`src/rtl/scp_pkg.sv`:
```
// Shared types and constants of the serial command parser.
package scp_pkg;

  typedef enum logic [2:0] {
    MODE_IDLE      = 3'd0,
    MODE_AUTH      = 3'd1,
    MODE_RESET     = 3'd2,
    MODE_DSETMODE  = 3'd3,
    MODE_DCHAR     = 3'd4,
    MODE_SNORMAL   = 3'd5,
    MODE_SSPECIAL  = 3'd6,
    MODE_SHEX      = 3'd7
  } mode_t;

  typedef enum logic [2:0] {
    ACT_CLEAR   = 3'd0,
    ACT_GLYPH   = 3'd1,
    ACT_COLUMN  = 3'd2,
    ACT_MODE    = 3'd3,
    ACT_WRITE   = 3'd4,
    ACT_RESTART = 3'd5
  } action_t;

  typedef struct packed {
    action_t    action;
    logic [7:0] data;
    logic [7:0] address;
  } result_t;

  localparam int MaxResults = 3;
  localparam int CountBits  = 2;

  localparam logic [7:0] CharEsc     = 8'd27;
  localparam logic [7:0] CharH       = 8'h48;
  localparam logic [7:0] CharL       = 8'h4C;
  localparam logic [7:0] CharD       = 8'h44;
  localparam logic [7:0] CharCr      = 8'd13;
  localparam logic [7:0] CharLf      = 8'd10;
  localparam logic [7:0] CharCaret   = 8'h5E;
  localparam logic [7:0] CharDollar  = 8'h24;
  localparam logic [7:0] CharSpace   = 8'd32;
  localparam logic [7:0] CharZero    = 8'h30;
  localparam logic [7:0] CharUpperA  = 8'h41;
  localparam logic [7:0] HexLetterGap = 8'h41 - 8'h39 - 8'd1;
  localparam logic [7:0] SpecialOffset = 8'd63;
  localparam logic [7:0] LogoGlyph   = 8'd129;
  localparam logic [7:0] MaxDigit    = 8'd15;

  localparam logic [2:0] RegMessageStart = 3'd0;

endpackage

```
`src/rtl/serial_command_parser_unit.sv`:
```
// Top level of the serial command parser: input register, parser state and result buffer.
// Each byte accepted on the s_ side is held in an input register and decoded combinationally
// into up to three results, which are loaded into a result buffer and sent one per cycle on
// the m_ side while m_tready is high, the final one of each byte marked by m_tlast. A byte that
// yields no result (framing error, or a byte that only moves the parser) leaves the input register
// without waiting for the result buffer; a byte that yields k results holds the result buffer until
// all k have been taken, so the sustained rate is at most one byte per cycle, set by the single output port.
// The next byte is taken while results of the previous one are still being delivered.
// message_start is written through the APB port at any address with paddr[2] clear and read at address 0.
module serial_command_parser_unit #(
  parameter int ADDR_BITS = 8
) (
  input  logic        clk,
  input  logic        rst,
  input  logic        s_tvalid,
  output logic        s_tready,
  input  logic [7:0]  s_tdata,   // rx_byte [7:0]
  input  logic        s_tuser,   // framing_error [0]
  output logic        m_tvalid,
  input  logic        m_tready,
  output logic [23:0] m_tdata,   // action [2:0], data [10:3], address [18:11], zero [23:19]
  output logic        m_tlast,
  input  logic        psel,
  input  logic        penable,
  input  logic        pwrite,
  input  logic [2:0]  paddr,
  input  logic [31:0] pwdata,
  output logic [31:0] prdata,
  output logic        pready
);

  logic [7:0]            message_start;
  logic                  in_valid;
  logic [7:0]            in_byte;
  logic                  in_ferr;
  logic                  in_consume;
  scp_pkg::mode_t        mode;
  scp_pkg::mode_t        mode_next;
  logic [7:0]            hex_value;
  logic [7:0]            hex_value_next;
  logic [ADDR_BITS-1:0]  write_address;
  logic [ADDR_BITS-1:0]  write_address_next;
  scp_pkg::result_t      dec_results [scp_pkg::MaxResults];
  logic [scp_pkg::CountBits-1:0] dec_count;
  scp_pkg::result_t      res [scp_pkg::MaxResults];
  logic [scp_pkg::CountBits-1:0] res_count;
  logic [scp_pkg::CountBits-1:0] res_index;
  logic                  res_valid;
  logic                  res_last;
  logic                  res_free;
  scp_pkg::result_t      cur;

  assign pready = 1'b1;
  assign prdata = (paddr == scp_pkg::RegMessageStart) ? {24'd0, message_start} : 32'd0;

  always_ff @(posedge clk) begin
    if (rst) begin
      message_start <= 8'd0;
    end else if (psel && penable && pwrite && pready && paddr[2] == 1'b0) begin
      message_start <= pwdata[7:0];
    end
  end

  scp_decode #(
    .ADDR_BITS(ADDR_BITS)
  ) u_decode (
    .rx_byte            (in_byte),
    .framing_error      (in_ferr),
    .mode               (mode),
    .hex_value          (hex_value),
    .write_address      (write_address),
    .message_start      (message_start),
    .results            (dec_results),
    .count              (dec_count),
    .mode_next          (mode_next),
    .hex_value_next     (hex_value_next),
    .write_address_next (write_address_next)
  );

  assign res_last   = (res_index == res_count - 1'b1);
  assign res_free   = !res_valid || (m_tready && res_last);
  assign in_consume = in_valid && ((dec_count == '0) || res_free);
  assign s_tready   = !in_valid || in_consume;

  always_ff @(posedge clk) begin
    if (rst) begin
      in_valid <= 1'b0;
    end else if (s_tready) begin
      in_valid <= s_tvalid;
    end
  end

  always_ff @(posedge clk) begin
    if (s_tready && s_tvalid) begin
      in_byte <= s_tdata;
      in_ferr <= s_tuser;
    end
  end

  always_ff @(posedge clk) begin
    if (rst) begin
      mode          <= scp_pkg::MODE_IDLE;
      hex_value     <= 8'd0;
      write_address <= '0;
    end else if (in_consume) begin
      mode          <= mode_next;
      hex_value     <= hex_value_next;
      write_address <= write_address_next;
    end
  end

  always_ff @(posedge clk) begin
    if (rst) begin
      res_valid <= 1'b0;
      res_index <= '0;
      res_count <= '0;
    end else if (in_consume && dec_count != '0) begin
      res_valid <= 1'b1;
      res_index <= '0;
      res_count <= dec_count;
    end else if (res_valid && m_tready) begin
      if (res_last) begin
        res_valid <= 1'b0;
        res_index <= '0;
      end else begin
        res_index <= res_index + 1'b1;
      end
    end
  end

  always_ff @(posedge clk) begin
    if (in_consume && dec_count != '0) begin
      res <= dec_results;
    end
  end

  always_comb begin
    case (res_index)
      2'd0:    cur = res[0];
      2'd1:    cur = res[1];
      2'd2:    cur = res[2];
      default: cur = res[0];
    endcase
  end

  assign m_tvalid = res_valid;
  assign m_tlast  = res_last;
  assign m_tdata  = {5'd0, cur.address, cur.data, cur.action};

endmodule

```
`src/rtl/scp_decode.sv`:
```
// Combinational decode of one received byte into results and the next parser state.
module scp_decode #(
  parameter int ADDR_BITS = 8
) (
  input  logic [7:0]            rx_byte,
  input  logic                  framing_error,
  input  scp_pkg::mode_t        mode,
  input  logic [7:0]            hex_value,
  input  logic [ADDR_BITS-1:0]  write_address,
  input  logic [7:0]            message_start,
  output scp_pkg::result_t      results [scp_pkg::MaxResults],
  output logic [scp_pkg::CountBits-1:0] count,
  output scp_pkg::mode_t        mode_next,
  output logic [7:0]            hex_value_next,
  output logic [ADDR_BITS-1:0]  write_address_next
);

  scp_pkg::mode_t eff_mode;
  logic [7:0]     digit_a;
  logic [7:0]     digit;
  logic           is_digit;
  logic           is_eol;
  logic           do_store;
  logic [7:0]     store_value;

  assign is_eol = (rx_byte == scp_pkg::CharCr) || (rx_byte == scp_pkg::CharLf);
  assign digit_a = (rx_byte >= scp_pkg::CharUpperA) ? rx_byte - scp_pkg::HexLetterGap : rx_byte;
  assign digit = digit_a - scp_pkg::CharZero;
  assign is_digit = (digit <= scp_pkg::MaxDigit);

  always_comb begin
    eff_mode = (rx_byte == scp_pkg::CharEsc) ? scp_pkg::MODE_RESET : mode;
    for (int i = 0; i < scp_pkg::MaxResults; i++) begin
      results[i] = '{action: scp_pkg::ACT_CLEAR, data: 8'd0, address: 8'd0};
    end
    count = '0;
    mode_next = mode;
    hex_value_next = hex_value;
    write_address_next = write_address;
    do_store = 1'b0;
    store_value = rx_byte;

    if (!framing_error) begin
      mode_next = eff_mode;
      case (eff_mode)
        scp_pkg::MODE_IDLE: begin
          mode_next = (rx_byte == scp_pkg::CharH) ? scp_pkg::MODE_AUTH : scp_pkg::MODE_IDLE;
        end
        scp_pkg::MODE_AUTH: begin
          if (rx_byte == scp_pkg::CharL) begin
            mode_next = scp_pkg::MODE_SNORMAL;
          end else if (rx_byte == scp_pkg::CharD) begin
            mode_next = scp_pkg::MODE_DSETMODE;
          end else begin
            mode_next = scp_pkg::MODE_IDLE;
          end
        end
        scp_pkg::MODE_RESET: begin
          results[0] = '{action: scp_pkg::ACT_RESTART, data: 8'd0, address: message_start};
          results[2] = '{action: scp_pkg::ACT_GLYPH, data: scp_pkg::LogoGlyph, address: 8'd0};
          count = 2'd3;
          write_address_next = ADDR_BITS'(message_start);
          mode_next = scp_pkg::MODE_IDLE;
        end
        scp_pkg::MODE_DSETMODE: begin
          results[1] = '{action: scp_pkg::ACT_MODE, data: rx_byte, address: 8'd0};
          count = 2'd2;
          mode_next = scp_pkg::MODE_DCHAR;
        end
        scp_pkg::MODE_DCHAR: begin
          if (is_eol) begin
            count = 2'd1;
          end else begin
            results[0] = '{action: scp_pkg::ACT_GLYPH, data: rx_byte, address: 8'd0};
            results[1] = '{action: scp_pkg::ACT_COLUMN, data: 8'd0, address: 8'd0};
            count = 2'd2;
          end
        end
        scp_pkg::MODE_SNORMAL: begin
          if (rx_byte == scp_pkg::CharCaret) begin
            mode_next = scp_pkg::MODE_SSPECIAL;
          end else if (rx_byte == scp_pkg::CharDollar) begin
            hex_value_next = 8'd0;
            mode_next = scp_pkg::MODE_SHEX;
          end else if (is_eol) begin
            do_store = 1'b1;
            store_value = 8'd0;
          end else if (rx_byte >= scp_pkg::CharSpace) begin
            do_store = 1'b1;
          end
        end
        scp_pkg::MODE_SSPECIAL: begin
          do_store = 1'b1;
          store_value = rx_byte + scp_pkg::SpecialOffset;
          mode_next = scp_pkg::MODE_SNORMAL;
        end
        scp_pkg::MODE_SHEX: begin
          if (is_digit) begin
            hex_value_next = {hex_value[3:0], digit[3:0]};
          end else begin
            do_store = 1'b1;
            store_value = hex_value;
            mode_next = scp_pkg::MODE_SNORMAL;
          end
        end
        default: begin
          mode_next = scp_pkg::MODE_IDLE;
        end
      endcase

      if (eff_mode == scp_pkg::MODE_SNORMAL || eff_mode == scp_pkg::MODE_SSPECIAL ||
          eff_mode == scp_pkg::MODE_SHEX) begin
        results[1] = '{action: scp_pkg::ACT_GLYPH, data: rx_byte, address: 8'd0};
        count = 2'd2;
        if (do_store) begin
          results[2] = '{action: scp_pkg::ACT_WRITE, data: store_value,
                         address: write_address[7:0]};
          count = 2'd3;
          write_address_next = write_address + 1'b1;
        end
      end
    end
  end

endmodule

```
`config.mk`:
```
export PLATFORM = sky130hd
export DESIGN_NAME = serial_command_parser_unit
export DESIGN_NICKNAME = d
export VERILOG_FILES = /design/src/rtl/scp_pkg.sv /design/src/rtl/serial_command_parser_unit.sv /design/src/rtl/scp_decode.sv
export SDC_FILE = /design/constraint.sdc
export NUM_CORES = 1
export LEC_CHECK = 0
export ABC_AREA = 1
export BUFFER_PORTS_ARGS = -buffer_cell sky130_fd_sc_hd__buf_2
export CAP_MARGIN = 20
export CORE_MARGIN = 8
export CORE_UTILIZATION = 50
export DETAILED_ROUTE_END_ITERATION = 16
export PLACE_DENSITY = 0.86
export SYNTH_ARGS = -nofsm -noshare
export SYNTH_HDL_FRONTEND = slang
export SYNTH_SLANG_ARGS = --single-unit
```
`constraint.sdc`:
```
create_clock -name clk -period 3.2 [get_ports clk]
set_clock_uncertainty 0.1 [all_clocks]
set_input_delay 0.64 -clock clk [delete_from_list [all_inputs] [get_ports clk]]
set_output_delay 0.64 -clock clk [all_outputs]
set_load 0.02 [all_outputs]
```
==> results of run 1 <==
## where the power goes
part	switching (uW)	internal, uW
combinational	200	99.0
sequential	22.9	1210
clock	419	404
total	641	1710
## cells in the final DEF, fill, tap and decap left out, drive strengths merged
| cell type | n |
|---|---|
| o21bai | 2 |
| nor4 | 1 |
| o21ai | 36 |
| xnor2 | 1 |
| buf | 98 |
| dfxtp | 33 |
| nor3 | 9 |
| a221oi | 2 |
| clkinv | 5 |
| conb | 30 |
| inv | 62 |
| o22ai | 3 |
| clkbuf | 12 |
| a2111o | 1 |
| a21oi | 33 |
| a211oi | 3 |
| nand4 | 7 |
| o211ai | 4 |
| nand2 | 143 |
| a41oi | 1 |
| nor2 | 93 |
| xor2 | 13 |
| a22oi | 1 |
| and2 | 3 |
| nand3 | 56 |
| edfxtp | 54 |
| ha | 8 |
## logic make-up (layout without fill, tap and decap cells)
kind of cell,Yosys count,in the layout,synth area share (%)
XOR/XNOR,14,14,2.45
other,2,30,0.150
AND/OR/NAND/NOR,312,312,28.4
adder cells (fa/ha/maj),8,8,2.00
flip-flops,87,87,45.6
buffers and inverters,114,177,11.9
AO/OA/AOI/OAI,86,86,9.52
## flip-flops by register name, indices dropped and copies added (netlist names)
register and cells:
res 45, hex_value 8, in_byte 8, message_start 8, write_address 8, mode 3
res_count 2, res_index 2, in_ferr 1, in_valid 1, m_tvalid 1
## worst max-delay path, cell delays in order (launching register included)
cell and delay, ns:
edfxtp_1 0.53, nor2_2 0.20, nand4_1 0.28, nand2_2 0.24, nor2_2 0.05, nand2_2 0.10, inv_4 0.06, nor2_4 0.10
a21oi_2 0.08, nor2_2 0.17, nand3_4 0.10, nand3_4 0.08, buf_6 0.13
## layer usage
| layer | wire [um] | vias up | part of all wire, % |
|---|---|---|---|
| met5 | 0 | - | 0 |
| met4 | 440 | 0 | 3.4 |
| met3 | 1220 | 50 | 9.4 |
| met2 | 6390 | 230 | 49 |
| met1 | 4880 | 2076 | 38 |
| li1 | - | 2160 | - |
## through the flow
step | TNS, ns | instance area, um^2
after floorplan | 0 | 5110
after global placement | 0 | 5430
after detailed placement | 0 | 5430
after CTS | 0 | 5820
after global routing | -0.129 | 6000
final | -0.0390 | 6000
## cell type report
cell class	count	share of cell area (%)
clock inverters	4	0.542
flip-flops and latches	87	38.1
inverters	63	4.32
clock buffers	12	3.13
multi-input cells	450	40.5
repair buffers	98	10.7
well taps	133	2.77
## worst max-delay path by stage
stage	endpoint	slack, ns	cells past startpoint
after global placement	s_tready	0.19	15
after global routing	s_tready	-0.13	12
after floorplan	res_count[1]	0.16	16
after detailed placement	s_tready	0.14	12
after CTS	s_tready	0.002	15
final	s_tready	-0.04	12
## what timing repair did
| item | CTS | global route |
|---|---|---|
| setup endpoints to repair | 1 | 1 |
| resized for setup | 19 | 37 |
| pin swaps | 3 | 14 |
| hold buffers | 0 | 0 |
| setup buffers | 14 | 5 |
==> results_dict.tcl, run 1 <==
set metrics [dict create \
    status "finished with violations" \
    violations "negative setup slack" \
    grt_util_met2_pct 32.9 \
    post-place-cells 812 \
    synth_cells 623 \
    synth_cell_types 40 \
    place.gp.congestion 0.941 \
    clk_pin_slew_worst_paths_ns 0.09 \
    cts_tree "done" \
    clock_sinks 87 \
    critPathArrivalTime_ns 2.50 \
    grt.busiest_layer "met2" \
    hold_class "input pin to register" \
    antennaDiodeCount 0 \
    yosysMostFrequentCell "nand2_1" \
    worst_ep_required_time_ns 2.46 \
    drtIter0Drc 429 \
    cts_made_buffers 9 \
    clockBufferDepth 2 \
    maxCapViolCount 0 \
    drc 0 \
    place_ws_ns 0.138 \
    drive_above_1_share_pct 25.6 \
    floorplan.io_pins 111 \
    slew_headroom_pct 59.1 \
    port_buffers 56 \
    p_per_area_nw_per_um2 393 \
    seq_area_um2 2280 \
    fin_cells 847 \
    finalCriticalPeriod_ns 3.24 \
    vias 4516 \
    cts-root-buf "clkbuf_8" \
    crit_path_end_kind "primary output" \
    rr_worst_depth 11 \
    antenna_found_initial 0 \
    ys_ff_latch 87 \
    start_util_pct 51.5 \
    ys_top_cells_by_count "133 x nand2_1, 86 x nor2_1, 54 x edfxtp_1, 52 x inv_1, 52 x nand3_1" \
    grt_max_degree 30 \
    grt.met1_usage_pct 21.6 \
    leakagePower_uw 0.00254 \
    n_fill_cell 804 \
    final_nets 768 \
    syn-cell-area_um2 5010 \
    die-area_um2 13500 \
    core-area_um2 9730 \
    reg2reg_to "res[9]" \
    yosys.area.top_type "edfxtp_1" \
    worst-r2r-setup-slack_ns 0.14 \
    setup_slack_ns -0.0390 \
    grt_pass1_wl_um 19900 \
    grt_remaining_overflow 0 \
    final_util_pct 61.6 \
    async_flop_share_pct 0 \
    slew_violations 0 \
    die_y_um 116 \
    start_kind "register" \
    gr-usage-all-layers_pct 18.8 \
    grt_pass1_vias 4250 \
    reg2reg_from "in_byte[5]" \
    htree_levels 3 \
    worstHoldStart "s_tdata[6]" \
    first_pass_iters 7 \
    wirelength_um 12900 \
    hold_violations 0 \
    clock_latency_ns 0.37 \
    synthToLayoutAreaGrowth_pct 19.7 \
    synth_area_leaders "edfxtp_1 32%, dfxtp_1 13%, nand2_1 10%" \
    yosys_most_used_dff "edfxtp_1" \
    path_class "register to primary output" \
    worst_pin_slew_ns 0.613 \
    num_rows 36 \
    wire_per_inst_um 15.3 \
    dp_hpwl_um 9240 \
    multi_input_area_um2 2430 \
    met3_usage_pct 2.92 \
    ant_nets 0 \
    setup-violations-final 1 \
    hold_depth 1 \
    fin_hold_ws_ns 0.336 \
    yosys.area.top_type_share_pct 32.4 \
    die_x_um 116 \
    synth_edf_count 54 \
    min_to "in_byte[6]" \
    ir_drop_v 0.000204 \
    syn_avg_cell_area_um2 8.04 \
    max_freq_ghz 0.309 \
    total_power_uw 2360 \
    path_max_fanout 5 \
    yosysSeqAreaShare_pct 45.6 \
    ys_warn_count 0 \
    period_share_pct 101 \
    rsz0062_at_grt "yes" \
    critPathLaunch "in_byte[5]" \
    vias_per_cell 5.33 \
]
Power figures use the tool's default switching activity.
==> run 2, diff against run 1 <==
- ABC_AREA: 1 -> unset
- CORE_UTILIZATION: 50 -> 55
- PLACE_DENSITY: 0.86 -> 0.9
- clock period: 3.2 -> 3.07 ns (I/O delays scaled with it)
==> run 2 against run 1 <==
Net effect: the run now ends clean; critical path depth decreased by 6; routed wire length decreased by 9.3%; register-to-register slack improved by 0.05 ns; count of clock-buffer cells in the layout decreased by 2; setup slack improved by 0.12 ns; via count decreased by 8.0%; sequential share of layout area increased by 3.2 points; first-iteration DRC count decreased by 3.7%; non-clock buffer count decreased by 18; final area decreased by 7.7%; combinational power decreased by 33%; synthesized cell count decreased by 16%; highest routed layer unchanged.
==> results_dict.tcl, run 2 <==
set metrics [dict create \
    status "finished clean" \
    yosysMostFrequentCell "edfxtp_1" \
    worst_pin_slew_ns 1.02 \
    critPathTopFamily "simple AND/OR/NAND/NOR gates" \
    path_cells "nand3b_1 -> nor4bb_4 -> or3_1 -> nand2_1 -> or2_2 -> buf_2" \
    seq_area_um2 2280 \
    htree_levels 3 \
    multi_input_area_um2 2390 \
    gr-usage-all-layers_pct 18.2 \
    yosys.area.top_type "edfxtp_1" \
    drtIter0Drc 413 \
    slew_headroom_pct 31.6 \
    cts-root-buf "clkbuf_8" \
    max_freq_ghz 0.334 \
    pwr-share-seq_pct 56.1 \
    ant_nets 0 \
    clockBufferDepth 2 \
    setup_slack_ns 0.0780 \
    swShare_pct 25.0 \
    syn_avg_cell_area_um2 9.50 \
    tns_ns 0 \
    hold_class "input pin to register" \
    synth-xor-area-share_pct 0.880 \
    final_common_cell "buf_2" \
    maxCapViolCount 0 \
    async_flop_share_pct 0 \
    fin_hold_ws_ns 0.330 \
    start_util_pct 56.8 \
    place_ws_ns 0.272 \
    largest_reg_flops 45 \
    hold_violations 0 \
    cts_tree "done" \
    die_y_um 111 \
    synth_cell_types 71 \
    yosys_most_used_dff "edfxtp_1" \
    drc 0 \
    antenna_found_initial 0 \
    clock_latency_ns 0.35 \
    syn-cell-area_um2 4980 \
    floorplan.io_pins 111 \
    post_cts_buffers 0 \
    grt.met1_usage_pct 21.9 \
    final_cell_mix "56 x buf_2, 54 x edfxtp_1, 47 x and2_1" \
    synth_cells 524 \
    cpPeakStageDelay_ns 0.42 \
    power.internal_uw 1700 \
    synthAdderAreaFrac_pct 2.01 \
    num_rows 34 \
    vias 4153 \
    path_buf_inv 1 \
    drive_above_1_share_pct 19.6 \
    place.gp.congestion 0.911 \
    grt_pass1_vias 3852 \
    port_buffers 56 \
    final_nets 641 \
    die-area_um2 12300 \
    ys_ff_latch 87 \
    synthSimpleGateAreaFrac_pct 23.0 \
    grt_pass1_wl_um 18800 \
    largest_register "res" \
    rsz0062_at_grt "no" \
    fin_area_um2 5530 \
    grt.busiest_layer "met2" \
    crit_path_end_kind "primary output" \
    core-area_um2 8760 \
    synth_top_family_by_area "simple AND/OR/NAND/NOR gates" \
    critPathArrivalTime_ns 2.28 \
    grt_util_met2_pct 30.0 \
    n_fill_cell 719 \
    clk_pin_slew_worst_paths_ns 0.09 \
    ir_drop_v 0.000273 \
    dp_hpwl_um 8390 \
    ys_warn_count 0 \
    wire_per_inst_um 16.9 \
    finalCriticalPeriod_ns 2.99 \
    antennaDiodeCount 0 \
    clockPowerShare_pct 35.1 \
    synth_area_leaders "edfxtp_1 33%, dfxtp_1 13%, and2_1 5.9%" \
    met3_usage_pct 5.30 \
    period_share_pct 97.5 \
    path_class "register to primary output" \
    synthMuxAreaShare_pct 1.81 \
    leakagePower_uw 0.00203 \
    grt_max_degree 48 \
    slew_violations 0 \
    start_kind "register" \
    yosys.area.top_type_share_pct 32.6 \
    die_x_um 111 \
    synthToLayoutAreaGrowth_pct 11.2 \
    setup-violations-final 0 \
    cts_made_buffers 9 \
    synth_edf_count 54 \
    synth_compound_area_share_pct 17.8 \
    path_max_fanout 4 \
    p_per_area_nw_per_um2 410 \
    first_pass_iters 5 \
    vias_per_cell 5.98 \
    dpl_cell_area_um2 5320 \
    worst_ep_required_time_ns 2.36 \
    power.switching_uw 567 \
    yosysSeqAreaShare_pct 45.9 \
    grt_remaining_overflow 0 \
    wirelength_um 11700 \
    crit_slowest_cell "edfxtp_1" \
    power_frac_comb_pct 8.8 \
    clock_sinks 87 \
    ctsHoldBuffers 0 \
    ys_top_cells_by_count "54 x edfxtp_1, 47 x and2_1, 44 x nand2_1, 43 x a21oi_1, 42 x nor2_1" \
]
run 2: cell count changes after synthesis, moves of 10 or more:
| cell | change |
|---|---|
| xor2_1 | -11 |
| nor2_1 | -44 |
| a21oi_1 | +10 |
| and2_1 | +44 |
| o21ai_0 | -13 |
| nand2_1 | -89 |
| inv_1 | -40 |
| nand3_1 | -44 |
| and3_1 | +10 |
run 2: per-stage QoR:
| step | total power (uW) | instances | utilization, % |
|---|---|---|---|
| after floorplan | 1460 | 552 | - |
| after global placement | 1480 | 679 | 60.7 |
| after detailed placement | 1490 | 679 | 60.7 |
| after CTS | 2260 | 695 | 63.0 |
| after global routing | 2340 | 695 | 63.1 |
| final | 2270 | 695 | 63.1 |
run 2: cells by family after synthesis:
kind of cell             count (synthesis)
flip-flops                              87
buffers and inverters                   74
other                                    2
AO/OA/AOI/OAI                          129
adder cells (fa/ha/maj)                  8
XOR/XNOR                                 5
AND/OR/NAND/NOR                        210
multiplexers                             9
run 2: area by class of cell:
type	instances	area share, %
Clock inverter	6	1.29
Inverter	13	0.882
Tap cell	108	2.44
Timing Repair Buffer	80	8.55
Multi-Input combinational cell	391	43.3
Clock buffer	10	2.31
Sequential cell	87	41.2
run 2: what timing repair did:
action	CTS	global route
resized for setup	1	2
endpoints found under the hold margin	0	0
setup endpoints to repair	1	1
run 2: per-layer routing:
layer,wire length [um],vias up
met5,0,-
met4,202,0
met3,1030,26
met2,5760,215
met1,4740,1973
li1,-,1939
run 2: power by group through the flow:
stage | logic [uW] | registers, uW | clock network, uW
after CTS | 194 | 1270 | 800
final | 200 | 1270 | 794
after detailed placement | 192 | 1300 | 0
after global placement | 188 | 1300 | 0
after global routing | 217 | 1270 | 851
after floorplan | 175 | 1280 | 0
run 2: path summary, 6_finish.rpt:
| kind | from | depth (start not counted) | slack [ns] | to |
|---|---|---|---|---|
| setup / recovery | in_byte[5] | 6 | 0.08 | s_tready |
| hold / removal | s_tuser | 1 | 0.33 | in_ferr |
| setup reg to reg | in_byte[2] | 7 | 0.19 | res[8] |
| hold reg to reg | message_start[7] | 2 | 0.40 | message_start[7] |
==> run 3, diff against run 2 <==
- ABC_AREA: unset -> 1
- CTS_CLUSTER_DIAMETER: unset -> 100
==> run 3 against run 2 <==
Net effect: the flow now finishes with violations (negative setup slack); cell count grew 21%; sequential share of layout area shrank 3.3 points; critical endpoint unchanged; flip-flop and latch count is the same; utilization grew 3.6 points; largest power group unchanged; critical path depth grew 9; total power grew 5.7%.
==> results_dict.tcl, run 3 (synthesis gave the netlist of run 1 again) <==
set metrics [dict create \
    endpoint "s_tready" \
    die_y_um 111 \
    place.gp.congestion 0.986 \
    gr-usage-all-layers_pct 19.6 \
    ant_nets 0 \
    ir_drop_v 0.000279 \
    die_x_um 111 \
    core-area_um2 9020 \
    maxCapViolCount 0 \
    largest_register "res" \
    antenna_found_initial 0 \
    period_share_pct 103 \
    synthToLayoutAreaGrowth_pct 20.1 \
    rsz0062_at_grt "yes" \
    status "finished with violations" \
    start_util_pct 55.5 \
    worst_pin_slew_ns 0.623 \
    clk_pin_slew_worst_paths_ns 0.11 \
    reg2reg_from "in_byte[7]" \
    reg2reg_to "write_address[7]" \
    first_pass_iters 7 \
    port_buffers 56 \
    grt_pass1_vias 4292 \
    cts_made_buffers 9 \
    violations "negative setup slack" \
    vias 4592 \
    post-place-cells 801 \
    setup_slack_ns -0.0942 \
    num_rows 35 \
    rr_worst_depth 21 \
    critPathArrivalTime_ns 2.45 \
    setup-violations-final 1 \
    drive_above_1_share_pct 26.2 \
    final_nets 783 \
    floorplan.io_pins 111 \
    critPathLaunch "in_byte[7]" \
    max_freq_ghz 0.316 \
    path_max_fanout 4 \
    clockBufferDepth 2 \
    drc 0 \
    grt_pass1_wl_um 20100 \
    slew_headroom_pct 58.4 \
    wire_per_inst_um 15.6 \
    final_cell_mix "127 x nand2_1, 79 x nor2_1, 55 x buf_2" \
    hold_violations 0 \
    worst-r2r-setup-slack_ns 0.06 \
    dp_hpwl_um 9470 \
    p_per_area_nw_per_um2 398 \
    total_power_uw 2400 \
    leakagePower_uw 0.00259 \
    vias_per_cell 5.47 \
    fin_cells 840 \
    largest_reg_flops 45 \
    start_kind "register" \
    ctsHoldBuffers 0 \
    antennaDiodeCount 0 \
    finalCriticalPeriod_ns 3.16 \
    die-area_um2 12400 \
    clock_sinks 87 \
    grt_remaining_overflow 0 \
    cts-root-buf "clkbuf_8" \
    cts_tree "done" \
    wirelength_um 13100 \
    clock_latency_ns 0.37 \
    grt_max_degree 30 \
    final_common_cell "nand2_1" \
    worst_ep_required_time_ns 2.36 \
    htree_levels 3 \
    drtIter0Drc 651 \
    crit_path_end_kind "primary output" \
    slew_violations 0 \
    hold_class "input pin to register" \
    path_class "register to primary output" \
]
==> run 3: cell type report <==
cell class	instances	area, um^2
repair buffers	113	747
fillers	686	3000
multi-input cells	450	2390
flip-flops and latches	87	2280
inverters	63	263
well taps	111	139
clock inverters	7	72.6
clock buffers	9	124
==> run 3: through the flow <==
step	utilization, %	hold slack, ns	TNS, ns	setup WS, ns	instance area (um^2)
2_1_floorplan	-	0.357	0	0.0325	5110
3_3_place_gp	60.6	0.373	0	0.195	5470
3_5_place_dp	60.6	0.382	0	0.168	5470
4_1_cts	64.7	0.301	0	0.00533	5840
5_1_grt	66.7	0.296	-0.642	-0.204	6020
6_report	66.7	0.308	-0.0942	-0.0942	6020
==> run 3: worst min-delay path by stage <==
stage                  from            to  cells after the start
2_1_floorplan       mode[0]       mode[0]                      2
4_1_cts          s_tdata[7]    in_byte[7]                      1
5_1_grt          s_tdata[5]    in_byte[5]                      1
3_3_place_gp   res_count[1]  res_count[1]                      2
3_5_place_dp        mode[0]       mode[0]                      2
6_report            s_tuser       in_ferr                      1
==> run 3: repair_timing <==
item                       CTS  global route
gates resized for setup     26            22
pin swaps                    8            14
buffers inserted            13            10
setup endpoints to repair    1             2
==> run 3: worst max-delay path: stages (launching register included) <==
cell      delay [ns]
edfxtp_1        0.52
buf_6           0.17
inv_4           0.06
nand2_4         0.06
nor2_4          0.20
nand2_2         0.13
nand3_4         0.12
nand2_1         0.09
nand2_2         0.10
nand3_4         0.10
nand2_4         0.09
nand2_4         0.06
nand2_4         0.07
nand3_4         0.08
nand3_4         0.09
buf_6           0.12
==> run 3: routing by layer <==
| metal | share of wire (%) | vias to the layer above | track usage, % |
|---|---|---|---|
| li1 | - | 2187 | - |
| met1 | 38 | 2105 | 22.9 |
| met2 | 50 | 253 | 33.9 |
| met3 | 9.3 | 47 | 4.68 |
| met4 | 2.7 | 0 | 7.38 |
| met5 | 0 | - | 0 |
==> run 3: where the power goes <==
group	internal (uW)	switching, uW
clock	318	472
sequential	1260	21.6
combinational	111	211
total	1690	705
